**config.mk**
```make
export PLATFORM = sky130hd
export DESIGN_NAME = i2c_write_transaction_bitbang_unit
export DESIGN_NICKNAME = d
export VERILOG_FILES = /design/src/design/i2cw_pkg.sv /design/src/design/i2c_write_transaction_bitbang_unit.sv /design/src/design/i2cw_cfg.sv /design/src/design/i2cw_step.sv
export VERILOG_INCLUDE_DIRS = /design/src /design/src/design
export SDC_FILE = /design/constraint.sdc
export NUM_CORES = 1
export LEC_CHECK = 0
export BUFFER_PORTS_ARGS = -buffer_cell sky130_fd_sc_hd__buf_2
export CORE_MARGIN = 3
export CORE_UTILIZATION = 35
export CTS_CLUSTER_DIAMETER = 80
export CTS_CLUSTER_SIZE = 28
export DETAILED_ROUTE_END_ITERATION = 7
export SYNTH_ARGS = -nofsm -noshare
export SYNTH_HDL_FRONTEND = slang
export SYNTH_HIERARCHICAL = 1
export SYNTH_SLANG_ARGS = --single-unit
export TNS_END_PERCENT = 20
```
**constraint.sdc**
```tcl
create_clock -name clk_i -period 7.6 [get_ports clk_i]
set_input_delay 1.52 -clock clk_i [delete_from_list [all_inputs] [get_ports clk_i]]
set_output_delay 1.52 -clock clk_i [all_outputs]
set_load 0.1 [all_outputs]
```
**src/design/i2c_write_transaction_bitbang_unit_defines.svh**
```systemverilog
// ----------------------------------------------------------------------------
// I2C write transaction unit: assertion macros
// Concurrent assertion helpers used by the unit's top-level RTL file.
// ----------------------------------------------------------------------------
`ifndef I2C_WRITE_TRANSACTION_BITBANG_UNIT_DEFINES_SVH
`define I2C_WRITE_TRANSACTION_BITBANG_UNIT_DEFINES_SVH

`ifndef ASSERT_OFF
// Check a property on a given clock, disabled while the given reset is low.
`define I2CW_ASSERT_CLK(lbl, clk, rstn, prop, msg) \
  lbl: assert property (@(posedge clk) disable iff (!rstn) prop) else $error(msg);
// Check a property on clk_i, disabled while rst_ni is low.
`define I2CW_ASSERT(lbl, prop, msg) \
  `I2CW_ASSERT_CLK(lbl, clk_i, rst_ni, prop, msg)
`else
`define I2CW_ASSERT_CLK(lbl, clk, rstn, prop, msg)
`define I2CW_ASSERT(lbl, prop, msg)
`endif

`endif

```
**src/design/i2cw_pkg.sv**
```systemverilog
// ----------------------------------------------------------------------------
// I2C write transaction unit: package
// Action and register codes, sequence constants and shared types.
// ----------------------------------------------------------------------------
package i2cw_pkg;

  // Action codes of an input transfer
  localparam logic [1:0] ACT_TICK = 2'd0;
  localparam logic [1:0] ACT_CMD  = 2'd1;
  localparam logic [1:0] ACT_DATA = 2'd2;

  // Configuration register indexes
  localparam logic [1:0] CFG_DEV_ADDR = 2'd0;
  localparam logic [1:0] CFG_CMD_CTL  = 2'd1;
  localparam logic [1:0] CFG_DATA_CTL = 2'd2;

  // Configuration reset values
  localparam logic [7:0] DEV_ADDR_RST = 8'd120;
  localparam logic [7:0] CMD_CTL_RST  = 8'd0;
  localparam logic [7:0] DATA_CTL_RST = 8'd64;

  // Pin sequence layout: start, three bytes, stop
  localparam logic [6:0] START_LEN = 7'd4;
  localparam logic [6:0] BYTE_LEN  = 7'd26;
  localparam logic [6:0] STOP_BASE = 7'd82;
  localparam logic [6:0] SEQ_LAST  = 7'd84;
  localparam logic [4:0] BITS_END  = 5'd24;  // 8 bits x 3 writes
  localparam logic [7:0] MSB_MASK  = 8'h80;

  typedef struct packed {
    logic [7:0] dev_addr;
    logic [7:0] cmd_ctl;
    logic [7:0] data_ctl;
  } cfg_t;

  typedef struct packed {
    logic clock;
    logic data;
    logic finished;
  } pin_step_t;

endpackage

```
**src/design/i2c_write_transaction_bitbang_unit.sv**
```systemverilog
// ----------------------------------------------------------------------------
// I2C write transaction unit
// Write-only I2C master playing an 85-write pin sequence, one write per tick.
// ----------------------------------------------------------------------------
// Dataflow: an input transfer loads the input register; the result register
//   loads from it once free, and a stalled output holds the result.
// Throughput: one transfer per cycle while the output is not stalled; the step
//   decoder and the state update sit between the input and result registers.
// Reset: lines rest high, unit idle, config registers at their defaults,
//   both pipeline registers empty.
`include "i2c_write_transaction_bitbang_unit_defines.svh"

module i2c_write_transaction_bitbang_unit (
  input  logic       clk_i,
  input  logic       rst_ni,
  // configuration write channel
  input  logic       cfg_valid_i,
  output logic       cfg_ready_o,
  input  logic [1:0] cfg_index_i,
  input  logic [7:0] cfg_data_i,
  // input channel
  input  logic       in_valid_i,
  output logic       in_ready_o,
  input  logic [1:0] action_i,
  input  logic [7:0] payload_i,
  // result channel
  output logic       out_valid_o,
  input  logic       out_ready_i,
  output logic       clock_line_o,
  output logic       data_line_o,
  output logic       busy_res_o,
  output logic       finished_o,
  output logic       rejected_o
);
  import i2cw_pkg::*;

  cfg_t      cfg;
  pin_step_t pin_step;

  // Input register
  logic       in_vld_q;
  logic [1:0] action_q;
  logic [7:0] payload_q;

  // Transaction state
  logic [6:0] step_q, step_d;
  logic [7:0] held_q, held_d;
  logic       is_data_q, is_data_d;
  logic       in_prog_q, in_prog_d;
  logic       clk_lvl_q, clk_lvl_d;
  logic       dat_lvl_q, dat_lvl_d;

  // Result register
  logic out_vld_q;
  logic fin_q, fin_d;
  logic rej_q, rej_d;

  logic advance;
  logic fire;
  logic is_submit;

  // Config registers are always writable; writes must come only while idle (not enforced here)
  assign cfg_ready_o = 1'b1;

  i2cw_cfg u_cfg (
    .clk_i       (clk_i),
    .rst_ni      (rst_ni),
    .cfg_valid_i (cfg_valid_i),
    .cfg_index_i (cfg_index_i),
    .cfg_data_i  (cfg_data_i),
    .cfg_o       (cfg)
  );

  // Result register frees up when empty or when its transfer completes
  assign advance    = !out_vld_q || out_ready_i;
  assign in_ready_o = !in_vld_q || advance;
  assign fire       = in_vld_q && advance;

  always_ff @(posedge clk_i or negedge rst_ni) begin
    if (!rst_ni) begin
      in_vld_q <= 1'b0;
    end else if (in_ready_o) begin
      in_vld_q <= in_valid_i;
    end
  end

  always_ff @(posedge clk_i) begin
    if (in_valid_i && in_ready_o) begin
      action_q  <= action_i;
      payload_q <= payload_i;
    end
  end

  i2cw_step u_step (
    .clock_i    (clk_lvl_q),
    .data_i     (dat_lvl_q),
    .step_i     (step_q),
    .dev_addr_i (cfg.dev_addr),
    .ctl_byte_i (is_data_q ? cfg.data_ctl : cfg.cmd_ctl),
    .payload_i  (held_q),
    .step_o     (pin_step)
  );

  assign is_submit = (action_q == ACT_CMD) || (action_q == ACT_DATA);

  always_comb begin
    step_d    = step_q;
    held_d    = held_q;
    is_data_d = is_data_q;
    in_prog_d = in_prog_q;
    clk_lvl_d = clk_lvl_q;
    dat_lvl_d = dat_lvl_q;
    fin_d     = 1'b0;
    rej_d     = 1'b0;
    if (is_submit) begin
      if (in_prog_q) begin
        // drop a submit that lands mid-transaction
        rej_d = 1'b1;
      end else begin
        held_d    = payload_q;
        is_data_d = (action_q == ACT_DATA);
        in_prog_d = 1'b1;
        step_d    = '0;
      end
    end else if ((action_q == ACT_TICK) && in_prog_q) begin
      clk_lvl_d = pin_step.clock;
      dat_lvl_d = pin_step.data;
      fin_d     = pin_step.finished;
      if (pin_step.finished) begin
        in_prog_d = 1'b0;
        step_d    = '0;
      end else begin
        step_d = step_q + 7'd1;
      end
    end
  end

  always_ff @(posedge clk_i or negedge rst_ni) begin
    if (!rst_ni) begin
      step_q    <= '0;
      held_q    <= '0;
      is_data_q <= 1'b0;
      in_prog_q <= 1'b0;
      clk_lvl_q <= 1'b1;
      dat_lvl_q <= 1'b1;
      out_vld_q <= 1'b0;
    end else begin
      if (advance) begin
        out_vld_q <= in_vld_q;
      end
      if (fire) begin
        step_q    <= step_d;
        held_q    <= held_d;
        is_data_q <= is_data_d;
        in_prog_q <= in_prog_d;
        clk_lvl_q <= clk_lvl_d;
        dat_lvl_q <= dat_lvl_d;
      end
    end
  end

  always_ff @(posedge clk_i) begin
    if (fire) begin
      fin_q <= fin_d;
      rej_q <= rej_d;
    end
  end

  assign out_valid_o  = out_vld_q;
  assign clock_line_o = clk_lvl_q;
  assign data_line_o  = dat_lvl_q;
  assign busy_res_o   = in_prog_q;
  assign finished_o   = fin_q;
  assign rejected_o   = rej_q;

  `I2CW_ASSERT(a_fin_idle, out_valid_o && finished_o |-> !busy_res_o, "finished while busy")
  `I2CW_ASSERT(a_rej_busy, out_valid_o && rejected_o |-> busy_res_o && !finished_o, "bad reject")
  `I2CW_ASSERT(a_step_range, step_q <= SEQ_LAST, "step counter out of range")
  `I2CW_ASSERT(a_idle_step, !in_prog_q |-> step_q == '0, "step counter not cleared when idle")
  `I2CW_ASSERT(a_fin_lines, out_valid_o && finished_o |-> clock_line_o && data_line_o, "lines not released after stop")

endmodule

```
**src/design/i2cw_cfg.sv**
```systemverilog
// ----------------------------------------------------------------------------
// I2C write transaction unit: configuration registers
// Holds the address and control bytes written through the config channel.
// ----------------------------------------------------------------------------
module i2cw_cfg (
  input  logic               clk_i,
  input  logic               rst_ni,
  input  logic               cfg_valid_i,
  input  logic [1:0]         cfg_index_i,
  input  logic [7:0]         cfg_data_i,
  output i2cw_pkg::cfg_t     cfg_o
);
  import i2cw_pkg::*;

  cfg_t cfg_q;

  always_ff @(posedge clk_i or negedge rst_ni) begin
    if (!rst_ni) begin
      cfg_q.dev_addr <= DEV_ADDR_RST;
      cfg_q.cmd_ctl  <= CMD_CTL_RST;
      cfg_q.data_ctl <= DATA_CTL_RST;
    end else if (cfg_valid_i) begin
      case (cfg_index_i)
        CFG_DEV_ADDR: cfg_q.dev_addr <= cfg_data_i;
        CFG_CMD_CTL:  cfg_q.cmd_ctl  <= cfg_data_i;
        CFG_DATA_CTL: cfg_q.data_ctl <= cfg_data_i;
        default: ;  // drop writes beyond the register list
      endcase
    end
  end

  assign cfg_o = cfg_q;

endmodule

```
**src/design/i2cw_step.sv**
```systemverilog
// ----------------------------------------------------------------------------
// I2C write transaction unit: pin step decoder
// Maps a step number to the clock and data levels of that pin write.
// ----------------------------------------------------------------------------
module i2cw_step (
  input  logic                  clock_i,
  input  logic                  data_i,
  input  logic [6:0]            step_i,
  input  logic [7:0]            dev_addr_i,
  input  logic [7:0]            ctl_byte_i,
  input  logic [7:0]            payload_i,
  output i2cw_pkg::pin_step_t   step_o
);
  import i2cw_pkg::*;

  logic [6:0] s;
  logic [6:0] rel;
  logic [6:0] off_w;
  logic [4:0] off;
  logic [8:0] prod;
  logic [2:0] bitn;
  logic [4:0] phase_w;
  logic [1:0] phase;
  logic [7:0] cur_byte;
  logic       cur_bit;

  always_comb begin
    // Clamp a step past the end onto the final stop write
    s   = (step_i > SEQ_LAST) ? SEQ_LAST : step_i;
    rel = s - START_LEN;
    if (rel < BYTE_LEN) begin
      off_w    = rel;
      cur_byte = dev_addr_i;
    end else if (rel < (BYTE_LEN + BYTE_LEN)) begin
      off_w    = rel - BYTE_LEN;
      cur_byte = ctl_byte_i;
    end else begin
      off_w    = rel - (BYTE_LEN + BYTE_LEN);
      cur_byte = payload_i;
    end
    off = off_w[4:0];
    // off / 3 for off < 24 as a multiply by 11/32
    prod    = {4'd0, off} * 9'd11;
    bitn    = prod[7:5];
    phase_w = off - ({2'd0, bitn} * 5'd3);
    phase   = phase_w[1:0];
    cur_bit = |(cur_byte & (MSB_MASK >> bitn));

    step_o.clock    = clock_i;
    step_o.data     = data_i;
    step_o.finished = 1'b0;

    if (s < START_LEN) begin
      case (s[1:0])
        2'd0:    step_o.clock = 1'b1;
        2'd1:    step_o.data  = 1'b1;
        2'd2:    step_o.data  = 1'b0;
        default: step_o.clock = 1'b0;
      endcase
    end else if (s < STOP_BASE) begin
      if (off < BITS_END) begin
        case (phase)
          2'd0:    step_o.data  = cur_bit;
          2'd1:    step_o.clock = 1'b1;
          default: step_o.clock = 1'b0;
        endcase
      end else if (off == BITS_END) begin
        step_o.clock = 1'b1;  // dummy acknowledge pulse
      end else begin
        step_o.clock = 1'b0;
      end
    end else if (s == STOP_BASE) begin
      step_o.data = 1'b0;
    end else if (s == (STOP_BASE + 7'd1)) begin
      step_o.clock = 1'b1;
    end else begin
      step_o.data     = 1'b1;
      step_o.finished = 1'b1;
    end
  end

endmodule
```
; Word level (Yosys, flattened, before mapping)
; Cells that the tools add are included.
[word_totals]
register_bits = 57
latch_bits = 0
ramBits = 0
rom_bits = 0
in_bits = 25
memories = 0
[op_classes]
add_sub_neg = 5
multipliers = 2
div_mod_pow = 0
n_lt_le_gt_ge = 6
eq_ne = 18
shift = 1
mux = 30
n_bitwise = 4
reduce_logical = 26
[op_table]
columns = op, count
row1 = $mux 7, 5
row2 = $mux 8, 3
row3 = $eq 7x7->1 const B, 2
row4 = $mux 1, 14
row5 = $reduce_and 7->1, 2
row6 = $mux 5, 2
row7 = $sub 5x5->5 const B, 2
row8 = $reduce_and 3->1, 3
row9 = $and 8x8->8, 1
row10 = $eq 2x1->1 const B, 4
row11 = $logic_not 2->1, 4
row12 = $mul 5x4->8 const B, 1
row13 = $reduce_or 8->1, 1
row14 = $shr 8x3->8 const A, 1
row15 = $add 7x1->7 const B, 1
row16 = $gt 7x7->1 const B, 1
row17 = $lt 7x3->1 const B, 1
row18 = $lt 7x5->1 const B, 1
row19 = $lt 7x6->1 const B, 1
row20 = $lt 7x7->1 const B, 1
row21 = $sub 7x3->7 const B, 1
row22 = $eq 2x2->1 const B, 3
row23 = $mux 2, 3
row24 = $ne 3x2->1 const B, 2
row25 = 18 further kinds, 32

; Longest topological paths before layout
; Gate-level depths: netlist of the first run.
[depth]
word_depth = 14
depth_mapped = 31

; Modules after synthesis
; The synthesis of the first run kept the hierarchy.
[modules_own_cells]
columns = mod, n_inst, cells_per_inst, area_each_um2, seq_area_each_um2
row1 = i2c_write_transaction_bitbang_unit, 1, 106, 1497.7, 888.4
row2 = i2cw_step, 1, 186, 1460.2, 0.0
row3 = i2cw_cfg, 1, 51, 918.4, 606.8

; Worst setup path before layout of the first run
; OpenSTA, ideal clock, no wires.
[synth_path]
path_type = reg2reg
startpoint = register step_q[4]
endpoint = register dat_lvl_q, in the netlist data_line_o
arrival_time_ns = 6.324
t_required_ns = 7.518
setup_slack_ns = 1.194
path_stages_with_launch = 29
n_path_buf = 1
synth_period_minus_slack_ns = 6.406
path_cell_list = dfrtp_1 > buf_6 > a21o_2 > a21oi_1 > inv_1 > ha_1 > nor2b_1 > mux2i_1 > a211oi_2 > or4b_2 > o211a_1 > ha_1 > inv_1 > fa_1 > inv_1 > ha_1 > and3_1 > and4_1 > o31ai_1 > o211ai_1 > a21oi_1 > xnor2_1 > ha_1 > xnor2_1 > xnor2_1 > and3_2 > o41ai_1 > a311oi_1 > mux2_2
[synth_rtl]
columns = item, line
row1 = from (decl), i2c_write_transaction_bitbang_unit.sv:46  ; logic [6:0] step_q, step_d;
row2 = from (signal assigned), i2c_write_transaction_bitbang_unit.sv:152  ; step_q <= step_d;
row3 = to (signal assigned), i2c_write_transaction_bitbang_unit.sv:157  ; dat_lvl_q <= dat_lvl_d;
row4 = to (decl), i2c_write_transaction_bitbang_unit.sv:51  ; logic dat_lvl_q, dat_lvl_d;

==> results.toml, run 1 <==
[run_status]
status = "finished, final reports clean"

[worst_hold_path]
hold_path.startpoint = "payload_q[1]"
hold_class = "flip-flop to flip-flop"
whs_endpoint = "held_q[1]"
whs_path_depth = 1

[final_layout]
area_growth_pct = 11.27
antennaDiodeCount = 0
layout_common_cells = "dfrtp_1, mux2_2, buf_2"
final_common_cell = "dfrtp_1"
layout-drive-gt1-share = 0.3360
fin_nets = 424
fin_util = 0.4086

[job]
cap_violations = 0

[detailed_routing]
drt-total-wl_um = 8075
dr_total_vias = 2765
drc = 0
drt_iter0_markers = 86
first_pass_iters = 4
ant_nets = 0
vias_per_cell = 5.411
wl_per_cell_um = 15.80

[global_routing]
grt-ovfl-total = 0
antenna_found_initial = 0
grt_pass1_wl_um = 13840
track_usage = 0.1368
grt_pass1_vias = 2718
grt_max_degree = 46

[floorplanning]
core-area_mm2 = 0.01056
start_util = 0.3672
die_area_mm2 = 0.01237
num_rows = 37
die_x_um = 111.2
fp.dieH_um = 111.2
ios = 33

[timing]
period_minus_slack_ns = 6.994
fin_skew_ns = 0.007541
rsz0062_at_grt = "no"
timing.final.max_slew_violations = 0
final.setup.worst_slack_ns = 0.6058
fin_setup_tns_ns = 0
fmax_mhz = 143.0
hold_viol = 0
period_share = 0.9203
max_slew_margin = 0.3276
setup_viol = 0
tightest_slew_ns = 1.009
whs_ns = 0.4764

[logic_synthesis]
syn_inst = 343
synth_area_mm2 = 0.003876
synth-async-reset-ratio = 0.7895
synth_edf_count = 12
synth_warnings = 6
ys_seq_area_frac = 0.3857
syn_avg_cell_area_um2 = 11.30
synth_cell_types = 81
syn-num-nets = 397
ys_ff_latch = 57
yosys_most_used_dff = "dfrtp_1"

[cts]
tritoncts = "yes"
insertion_delay_ns = 0.34
clkTransAtPathRegs_ns = 0.07
clock-sinks = 57
clockBufferDepth = 2
cts-root-buf = "clkbuf_8"
post_cts.repair.setup_buffers = 0
cts_hold_buf = 0
cts_resized = 0
h-tree-depth = 3
cts_buffers = 9

[setup_path]
cp_max_fo = 13
r2r-start = "step_q[5]"
cp.arrival_ns = 7.26
worst-r2r-setup-slack_ns = 0.61
path_common_cell = "ha_1"
worstReg2RegEnd = "data_line_o"
required_ns = 7.87
crit_path_end_kind = "flip-flop"
start_kind = "flip-flop"
r2r_cells = 27
criticalPathCategory = "flip-flop to flip-flop"
cp_slowest_cell = "or4b_2"
max_stage_delay_ns = 0.69

[place]
io_buffers = 31
dpl_worst_slack_ns = 0.2165
place_congestion = 0.8478
dp_hpwl_um = 6052

[power_and_ir_drop]
vdd_drop_max_v = 0.0001530
total_leakage_power_uw = 0.001909
powerDensity_mw_per_mm2 = 339.2
## area by class of cell
type	count	area (µm²)
clock buffers	9	123.9
inverters	16	60.06
multi-input cells	255	2215
flip-flops and latches	57	1495
repair buffers	31	155.1
well taps	136	170.2
clock inverters	7	93.84
fillers	1041	6242
## power breakdown
group	total (µW)	switching, µW	internal (µW)
Combinational	721	401	319
Sequential	429	52.0	377
Clock	313	129	184
Total	1460	582	881
## routing by layer
metal,part of all wire,GRT usage
met5,0,0
met2,0.48,0.2163
met4,0.021,0.05434
met3,0.035,0.02511
met1,0.47,0.1852
## flip-flops by register name, summed over array words and instances (netlist names)
name,cells
clock_line_o,1
in_vld_q,1
busy_res_o,1
action_q,2
data_line_o,1
is_data_q,1
finished_o,1
u_cfg/cfg_o,24
out_valid_o,1
payload_q,8
held_q,8
step_q,7
rejected_o,1
## cells in the mapped netlist (all sizes together), types with 3 or more instances
| cell type | count | area, µm² |
|---|---|---|
| dfrtp | 38 | 950.9 |
| nor2 | 12 | 45.04 |
| nor3b | 3 | 33.78 |
| and3 | 5 | 37.54 |
| a21o | 3 | 23.77 |
| mux2 | 45 | 540.5 |
| edfxtp | 12 | 360.4 |
| xnor2 | 10 | 95.10 |
| clkbuf | 3 | 21.27 |
| nand3b | 4 | 50.05 |
| o211ai | 5 | 42.54 |
| nand4 | 4 | 25.02 |
| o21ai | 13 | 65.06 |
| or2 | 3 | 18.77 |
| and2 | 6 | 37.54 |
| dfstp | 7 | 183.9 |
| ha | 28 | 350.3 |
| o311ai | 3 | 26.28 |
| o211a | 3 | 30.03 |
| inv | 16 | 60.06 |
| mux2i | 7 | 70.07 |
| nand2b | 5 | 33.78 |
| nand2 | 19 | 71.32 |
| o31ai | 6 | 45.04 |
| nor3 | 3 | 15.01 |
| nand3 | 6 | 30.03 |
| o41ai | 3 | 26.28 |
| a21oi | 12 | 63.81 |
| nor2b | 4 | 25.02 |
| buf | 11 | 86.32 |
## cell families after synthesis
| family | count (synthesis) | synth area share |
|---|---|---|
| and+or+nand+nor | 87 | 0.1382 |
| adders and majority gates | 29 | 0.09555 |
| DFF | 57 | 0.3857 |
| xor gates and xnor gates | 12 | 0.02905 |
| muxes | 53 | 0.1633 |
| other | 1 | 0.0009674 |
| buffers and inverters | 31 | 0.04583 |
| AOI/OAI and AO/OA | 73 | 0.1414 |
## metrics by stage
step	power (µW)	cells	cell area [µm²]
after floorplan	1008	343	3876
after global placement	1133	495	4084
after detailed placement	1150	495	4084
after CTS	1470	511	4302
after global routing	1585	511	4313
final	1463	511	4313
## worst max-delay path, delay by kind of cell, from the launching register on
family / cells / cell delay (ns)
AO/OA/AOI/OAI: 9 / 2.02
adder cells (fa/ha/maj): 5 / 1.82
AND/OR/NAND/NOR: 5 / 1.30
multiplexers: 2 / 0.54
flip-flops: 1 / 0.52
XOR/XNOR: 3 / 0.47
buffers and inverters: 3 / 0.24
## worst max path at each step
stage / from / end / slack, ns / cells past startpoint
6_report: step_q[5] / data_line_o / 0.61 / 27
3_5_place_dp: step_q[4] / data_line_o / 0.22 / 28
3_3_place_gp: step_q[4] / data_line_o / 0.53 / 28
2_1_floorplan: step_q[4] / data_line_o / 1.19 / 28
5_1_grt: step_q[4] / data_line_o / 0.10 / 25
4_1_cts: step_q[5] / data_line_o / 0.22 / 28
Note: power is estimated with default switching activity, not from simulation.
==> run 2: changes to the inputs <==
--- a/config.mk
+++ b/config.mk
@@ -12,6 +12,7 @@
 export CTS_CLUSTER_DIAMETER = 80
 export CTS_CLUSTER_SIZE = 28
 export DETAILED_ROUTE_END_ITERATION = 7
+export REMOVE_ABC_BUFFERS = 1
 export SYNTH_ARGS = -nofsm -noshare
 export SYNTH_HDL_FRONTEND = slang
 export SYNTH_HIERARCHICAL = 1
==> results.toml, run 2 (synthesis gave the netlist of run 1 again) <==
[run_status]
status = "finished, final reports clean"

[global_routing]
grt_max_degree = 46
antenna_found_initial = 0
grt-ovfl-total = 0
grt_pass1_vias = 2698
grt_pass1_wl_um = 13770
track_usage = 0.1359

[setup_path]
crit_path_end_kind = "flip-flop"
cp.arrival_ns = 7.32
cp_max_fo = 10
criticalPathCategory = "flip-flop to flip-flop"
required_ns = 7.87
start_kind = "flip-flop"

[cts]
cts_buffers = 9
cts_hold_buf = 0
h-tree-depth = 3
cts-root-buf = "clkbuf_8"
insertion_delay_ns = 0.34
tritoncts = "yes"
clockBufferDepth = 2
clkTransAtPathRegs_ns = 0.08
clock-sinks = 57

[final_layout]
final_common_cell = "dfrtp_1"
fillers = 1021
area_growth_pct = 11.81
fin_cells = 513
largest_register_ffs = 24
fin_nets = 426
layout_common_cells = "dfrtp_1, mux2_2, buf_2"
antennaDiodeCount = 0
layout-drive-gt1-share = 0.3422

[detailed_routing]
drt-total-wl_um = 8033
wl_per_cell_um = 15.66
drc = 0
vias_per_cell = 5.431
dr_total_vias = 2786
drt_iter0_markers = 137
first_pass_iters = 4
ant_nets = 0

[floorplanning]
fp.dieH_um = 111.2
die_area_mm2 = 0.01237
core-area_mm2 = 0.01056
num_rows = 37
start_util = 0.3672
die_x_um = 111.2
ios = 33

[job]
cap_violations = 0

[timing]
final.setup.worst_slack_ns = 0.5527
period_minus_slack_ns = 7.047
fmax_mhz = 141.9
setup_viol = 0
fin_skew_ns = 0.01065
max_slew_margin = 0.3400
whs_ns = 0.4800
fin_setup_tns_ns = 0
rsz0062_at_grt = "no"
hold_viol = 0
timing.final.max_slew_violations = 0
period_share = 0.9273
tightest_slew_ns = 0.9900

[worst_hold_path]
hold_class = "flip-flop to flip-flop"

[power_and_ir_drop]
powerDensity_mw_per_mm2 = 340.0
vdd_drop_max_v = 0.0001411
total_leakage_power_uw = 0.001925

[place]
place_congestion = 0.8380
dpl_worst_slack_ns = 0.3088
io_buffers = 31
dp_hpwl_um = 6102
dp_cells = 497
==> run 2: worst paths after layout <==
| kind | from | endpoint | slack [ns] | cells past startpoint |
|---|---|---|---|---|
| worst min-delay path | payload_q[6] | held_q[6] | 0.48 | 1 |
| min in group asynchronous | rst_ni | held_q[6] | 1.34 | 1 |
| worst min register to register | payload_q[6] | held_q[6] | 0.48 | 1 |
| worst max-delay path | step_q[3] | data_line_o | 0.55 | 27 |
| worst max register to register | step_q[3] | data_line_o | 0.55 | 27 |
| max in group asynchronous | rst_ni | u_cfg/cfg_o[0] | 5.64 | 1 |
==> run 2: through the flow <==
step	total power (µW)	area (µm²)	util
3_5_place_dp	1148	4099	0.3883
5_1_grt	1585	4334	0.4106
6_report	1474	4334	0.4106
3_3_place_gp	1139	4099	0.3883
2_1_floorplan	984.7	3759	-
4_1_cts	1477	4323	0.4096
==> run 2: layer usage <==
metal  GRT usage  up-vias  share of wire
met5           0        -              0
met4     0.04704        0          0.020
met2      0.2123       72           0.47
met3     0.02948       12          0.044
met1      0.1865     1357           0.46
li1            -     1345              -
==> run 2: what timing repair did <==
action | 4_1_cts | 5_1_grt
setup endpoints to repair | 0 | 1
buffers inserted | 0 | 0
resized for setup | 0 | 3
==> run 2: final cells by class <==
class	instances	area, µm²	share of cell area
clock buffer	9	123.9	0.02858
clock inverter	7	100.1	0.02309
inverter	16	60.06	0.01386
multi-input combinational	255	2215	0.5110
sequential	57	1495	0.3450
tap	136	170.2	0.03926
timing repair buffer	33	170.2	0.03926
==> run 2: power breakdown <==
group	internal [µW]	switching, µW	total, µW
combinational	323	398	721
clock	188	134	321
sequential	377	54.6	431
total	887	586	1470
==> run 2: worst max-delay path, cell delays in order (launching register included) <==
cell and delay, ns:
dfrtp_1 0.49, o21a_1 0.22, o21ai_0 0.50, nand2_1 0.19
ha_1 0.29, nor3b_1 0.20, mux2i_1 0.15, o21a_1 0.20
or4b_2 0.62, o211a_1 0.19, ha_1 0.31, inv_1 0.05
fa_1 0.49, inv_1 0.04, ha_1 0.29, and3_1 0.18
and4_1 0.19, o31ai_1 0.09, o211ai_1 0.27, a21oi_1 0.24
xnor2_1 0.09, ha_1 0.32, xnor2_1 0.14, xnor2_1 0.22
nand4_1 0.17, a2111oi_0 0.44, a311oi_1 0.10, mux2_2 0.28
==> run 3: changes to the inputs <==
--- a/config.mk
+++ b/config.mk
@@ -12,6 +12,7 @@
 export CTS_CLUSTER_DIAMETER = 80
 export CTS_CLUSTER_SIZE = 28
 export DETAILED_ROUTE_END_ITERATION = 7
+export MAX_ROUTING_LAYER = met4
 export REMOVE_ABC_BUFFERS = 1
 export SYNTH_ARGS = -nofsm -noshare
 export SYNTH_HDL_FRONTEND = slang
==> results.toml, run 3 (synthesis gave the netlist of run 1 again) <==
[run_status]
status = "finished, final reports clean"

[final_layout]
final_area_mm2 = 0.004334
fin_nets = 426
antennaDiodeCount = 0
area_growth_pct = 11.81
fillers = 1021
largest_register_ffs = 24
layout_common_cells = "dfrtp_1, mux2_2, buf_2"
fin_cells = 513
fin_util = 0.4106
final_common_cell = "dfrtp_1"
layout-drive-gt1-share = 0.3422

[setup_path]
max_stage_delay_ns = 0.62
crit_path_end_kind = "flip-flop"
r2r_cells = 27
required_ns = 7.87
cp_slowest_cell = "or4b_2"
cp.depth = 27
worst-r2r-setup-slack_ns = 0.58
setup.worst_path.end = "data_line_o"
crit_family = "compound AO/OA/AOI/OAI gates"
criticalPathCategory = "flip-flop to flip-flop"
worstReg2RegEnd = "data_line_o"
path_common_cell = "ha_1"
cp_num_buf_inv = 2
setup.worst_path.start = "step_q[2]"
start_kind = "flip-flop"
cp.arrival_ns = 7.30
r2r-start = "step_q[2]"
cp_max_fo = 10

[cts]
insertion_delay_ns = 0.35
clock-sinks = 57
cts-root-buf = "clkbuf_8"
h-tree-depth = 3
cts_buffers = 9
clkTransAtPathRegs_ns = 0.08
tritoncts = "yes"
cts_hold_buf = 0
clockBufferDepth = 2

[timing]
rsz0062_at_grt = "no"
setup_viol = 0
tightest_slew_ns = 0.9883
period_minus_slack_ns = 7.024
hold_viol = 0
fin_setup_tns_ns = 0
max_slew_margin = 0.3411
fmax_mhz = 142.4
period_share = 0.9242
timing.final.max_slew_violations = 0
fin_skew_ns = 0.01242

[detailed_routing]
drc = 0
drt_iter0_markers = 145
dr_total_vias = 2776
wl_per_cell_um = 15.71
drt-total-wl_um = 8057
ant_nets = 0
vias_per_cell = 5.411
first_pass_iters = 4

[place]
dp_cells = 497
postPlaceCellArea_mm2 = 0.004099
io_buffers = 31
dp_hpwl_um = 6102
place_congestion = 0.8509

[global_routing]
grt-ovfl-total = 0
antenna_found_initial = 0
grt_pass1_vias = 2705
grt_max_degree = 46
grt_pass1_wl_um = 13770
track_usage = 0.1398

[floorplanning]
ios = 33
die_x_um = 111.2
core-area_mm2 = 0.01056
start_util = 0.3672
fp.dieH_um = 111.2
die_area_mm2 = 0.01237
num_rows = 37

[power_and_ir_drop]
pwr-share-comb = 0.488
powerDensity_mw_per_mm2 = 339.7
p_switching_uw = 585.4
power_uw = 1472
internal-power_uw = 887.0
total_leakage_power_uw = 0.001925
vdd_drop_max_v = 0.0001413
seqPwrFrac = 0.293
swShare = 0.3976
pwr-share-clk = 0.219

[worst_hold_path]
hold_class = "flip-flop to flip-flop"
whs_path_depth = 1

[job]
cap_violations = 0
## run 3: per-stage QoR
step | setup WS [ns] | hold WS (ns)
after CTS | 0.2669 | 0.4838
after global placement | 0.5507 | 0.4613
after global routing | 0.01184 | 0.4901
final | 0.5761 | 0.4800
after floorplan | 1.166 | 0.4578
after detailed placement | 0.3088 | 0.4657
## run 3: what timing repair did
action                                  4_1_cts  5_1_grt
endpoints found under the setup margin        0        1
setup buffers                                 0        0
gates resized for setup                       0        3
## run 3: layout make-up
type                       instances  area [µm²]  area share
sequential                        57        1495      0.3450
inverter                          16       60.06     0.01386
timing repair buffer              33       170.2     0.03926
clock buffer                       9       123.9     0.02858
tap                              136       170.2     0.03926
multi-input combinational        255        2215      0.5110
clock inverter                     7       100.1     0.02309
## run 3: how the worst min path moves through the flow
stage,from,endpoint,slack [ns]
after global placement,payload_q[4],held_q[4],0.46
after detailed placement,payload_q[4],held_q[4],0.47
after CTS,payload_q[6],held_q[6],0.48
after global routing,payload_q[0],held_q[0],0.49
after floorplan,payload_q[0],held_q[0],0.46
final,payload_q[6],held_q[6],0.48
## run 3: power groups by stage
stage	Combinational [µW]	Sequential (µW)	Clock (µW)
floorplan	530	454	0
global placement	705	434	0
detailed placement	712	437	0
CTS	717	431	330
global route	803	440	342
finish	719	432	322
## run 3: worst register-to-register path: cells and delay by family (launching register included)
kind | cells | cell delay [ns]
fa+ha+maj | 5 | 1.70
simple gates | 6 | 1.55
xor+xnor | 3 | 0.45
mux | 2 | 0.43
buf+inv | 2 | 0.09
flops | 1 | 0.50
compound gates | 9 | 2.24
## run 3: metal layers
layer / vias to the layer above / part of all wire / global-route usage
met1: 1360 / 0.47 / 0.1865
li1: 1343 / - / -
met4: 0 / 0.019 / 0.04704
met5: - / 0 / -
met3: 14 / 0.035 / 0.02948
met2: 59 / 0.47 / 0.2123
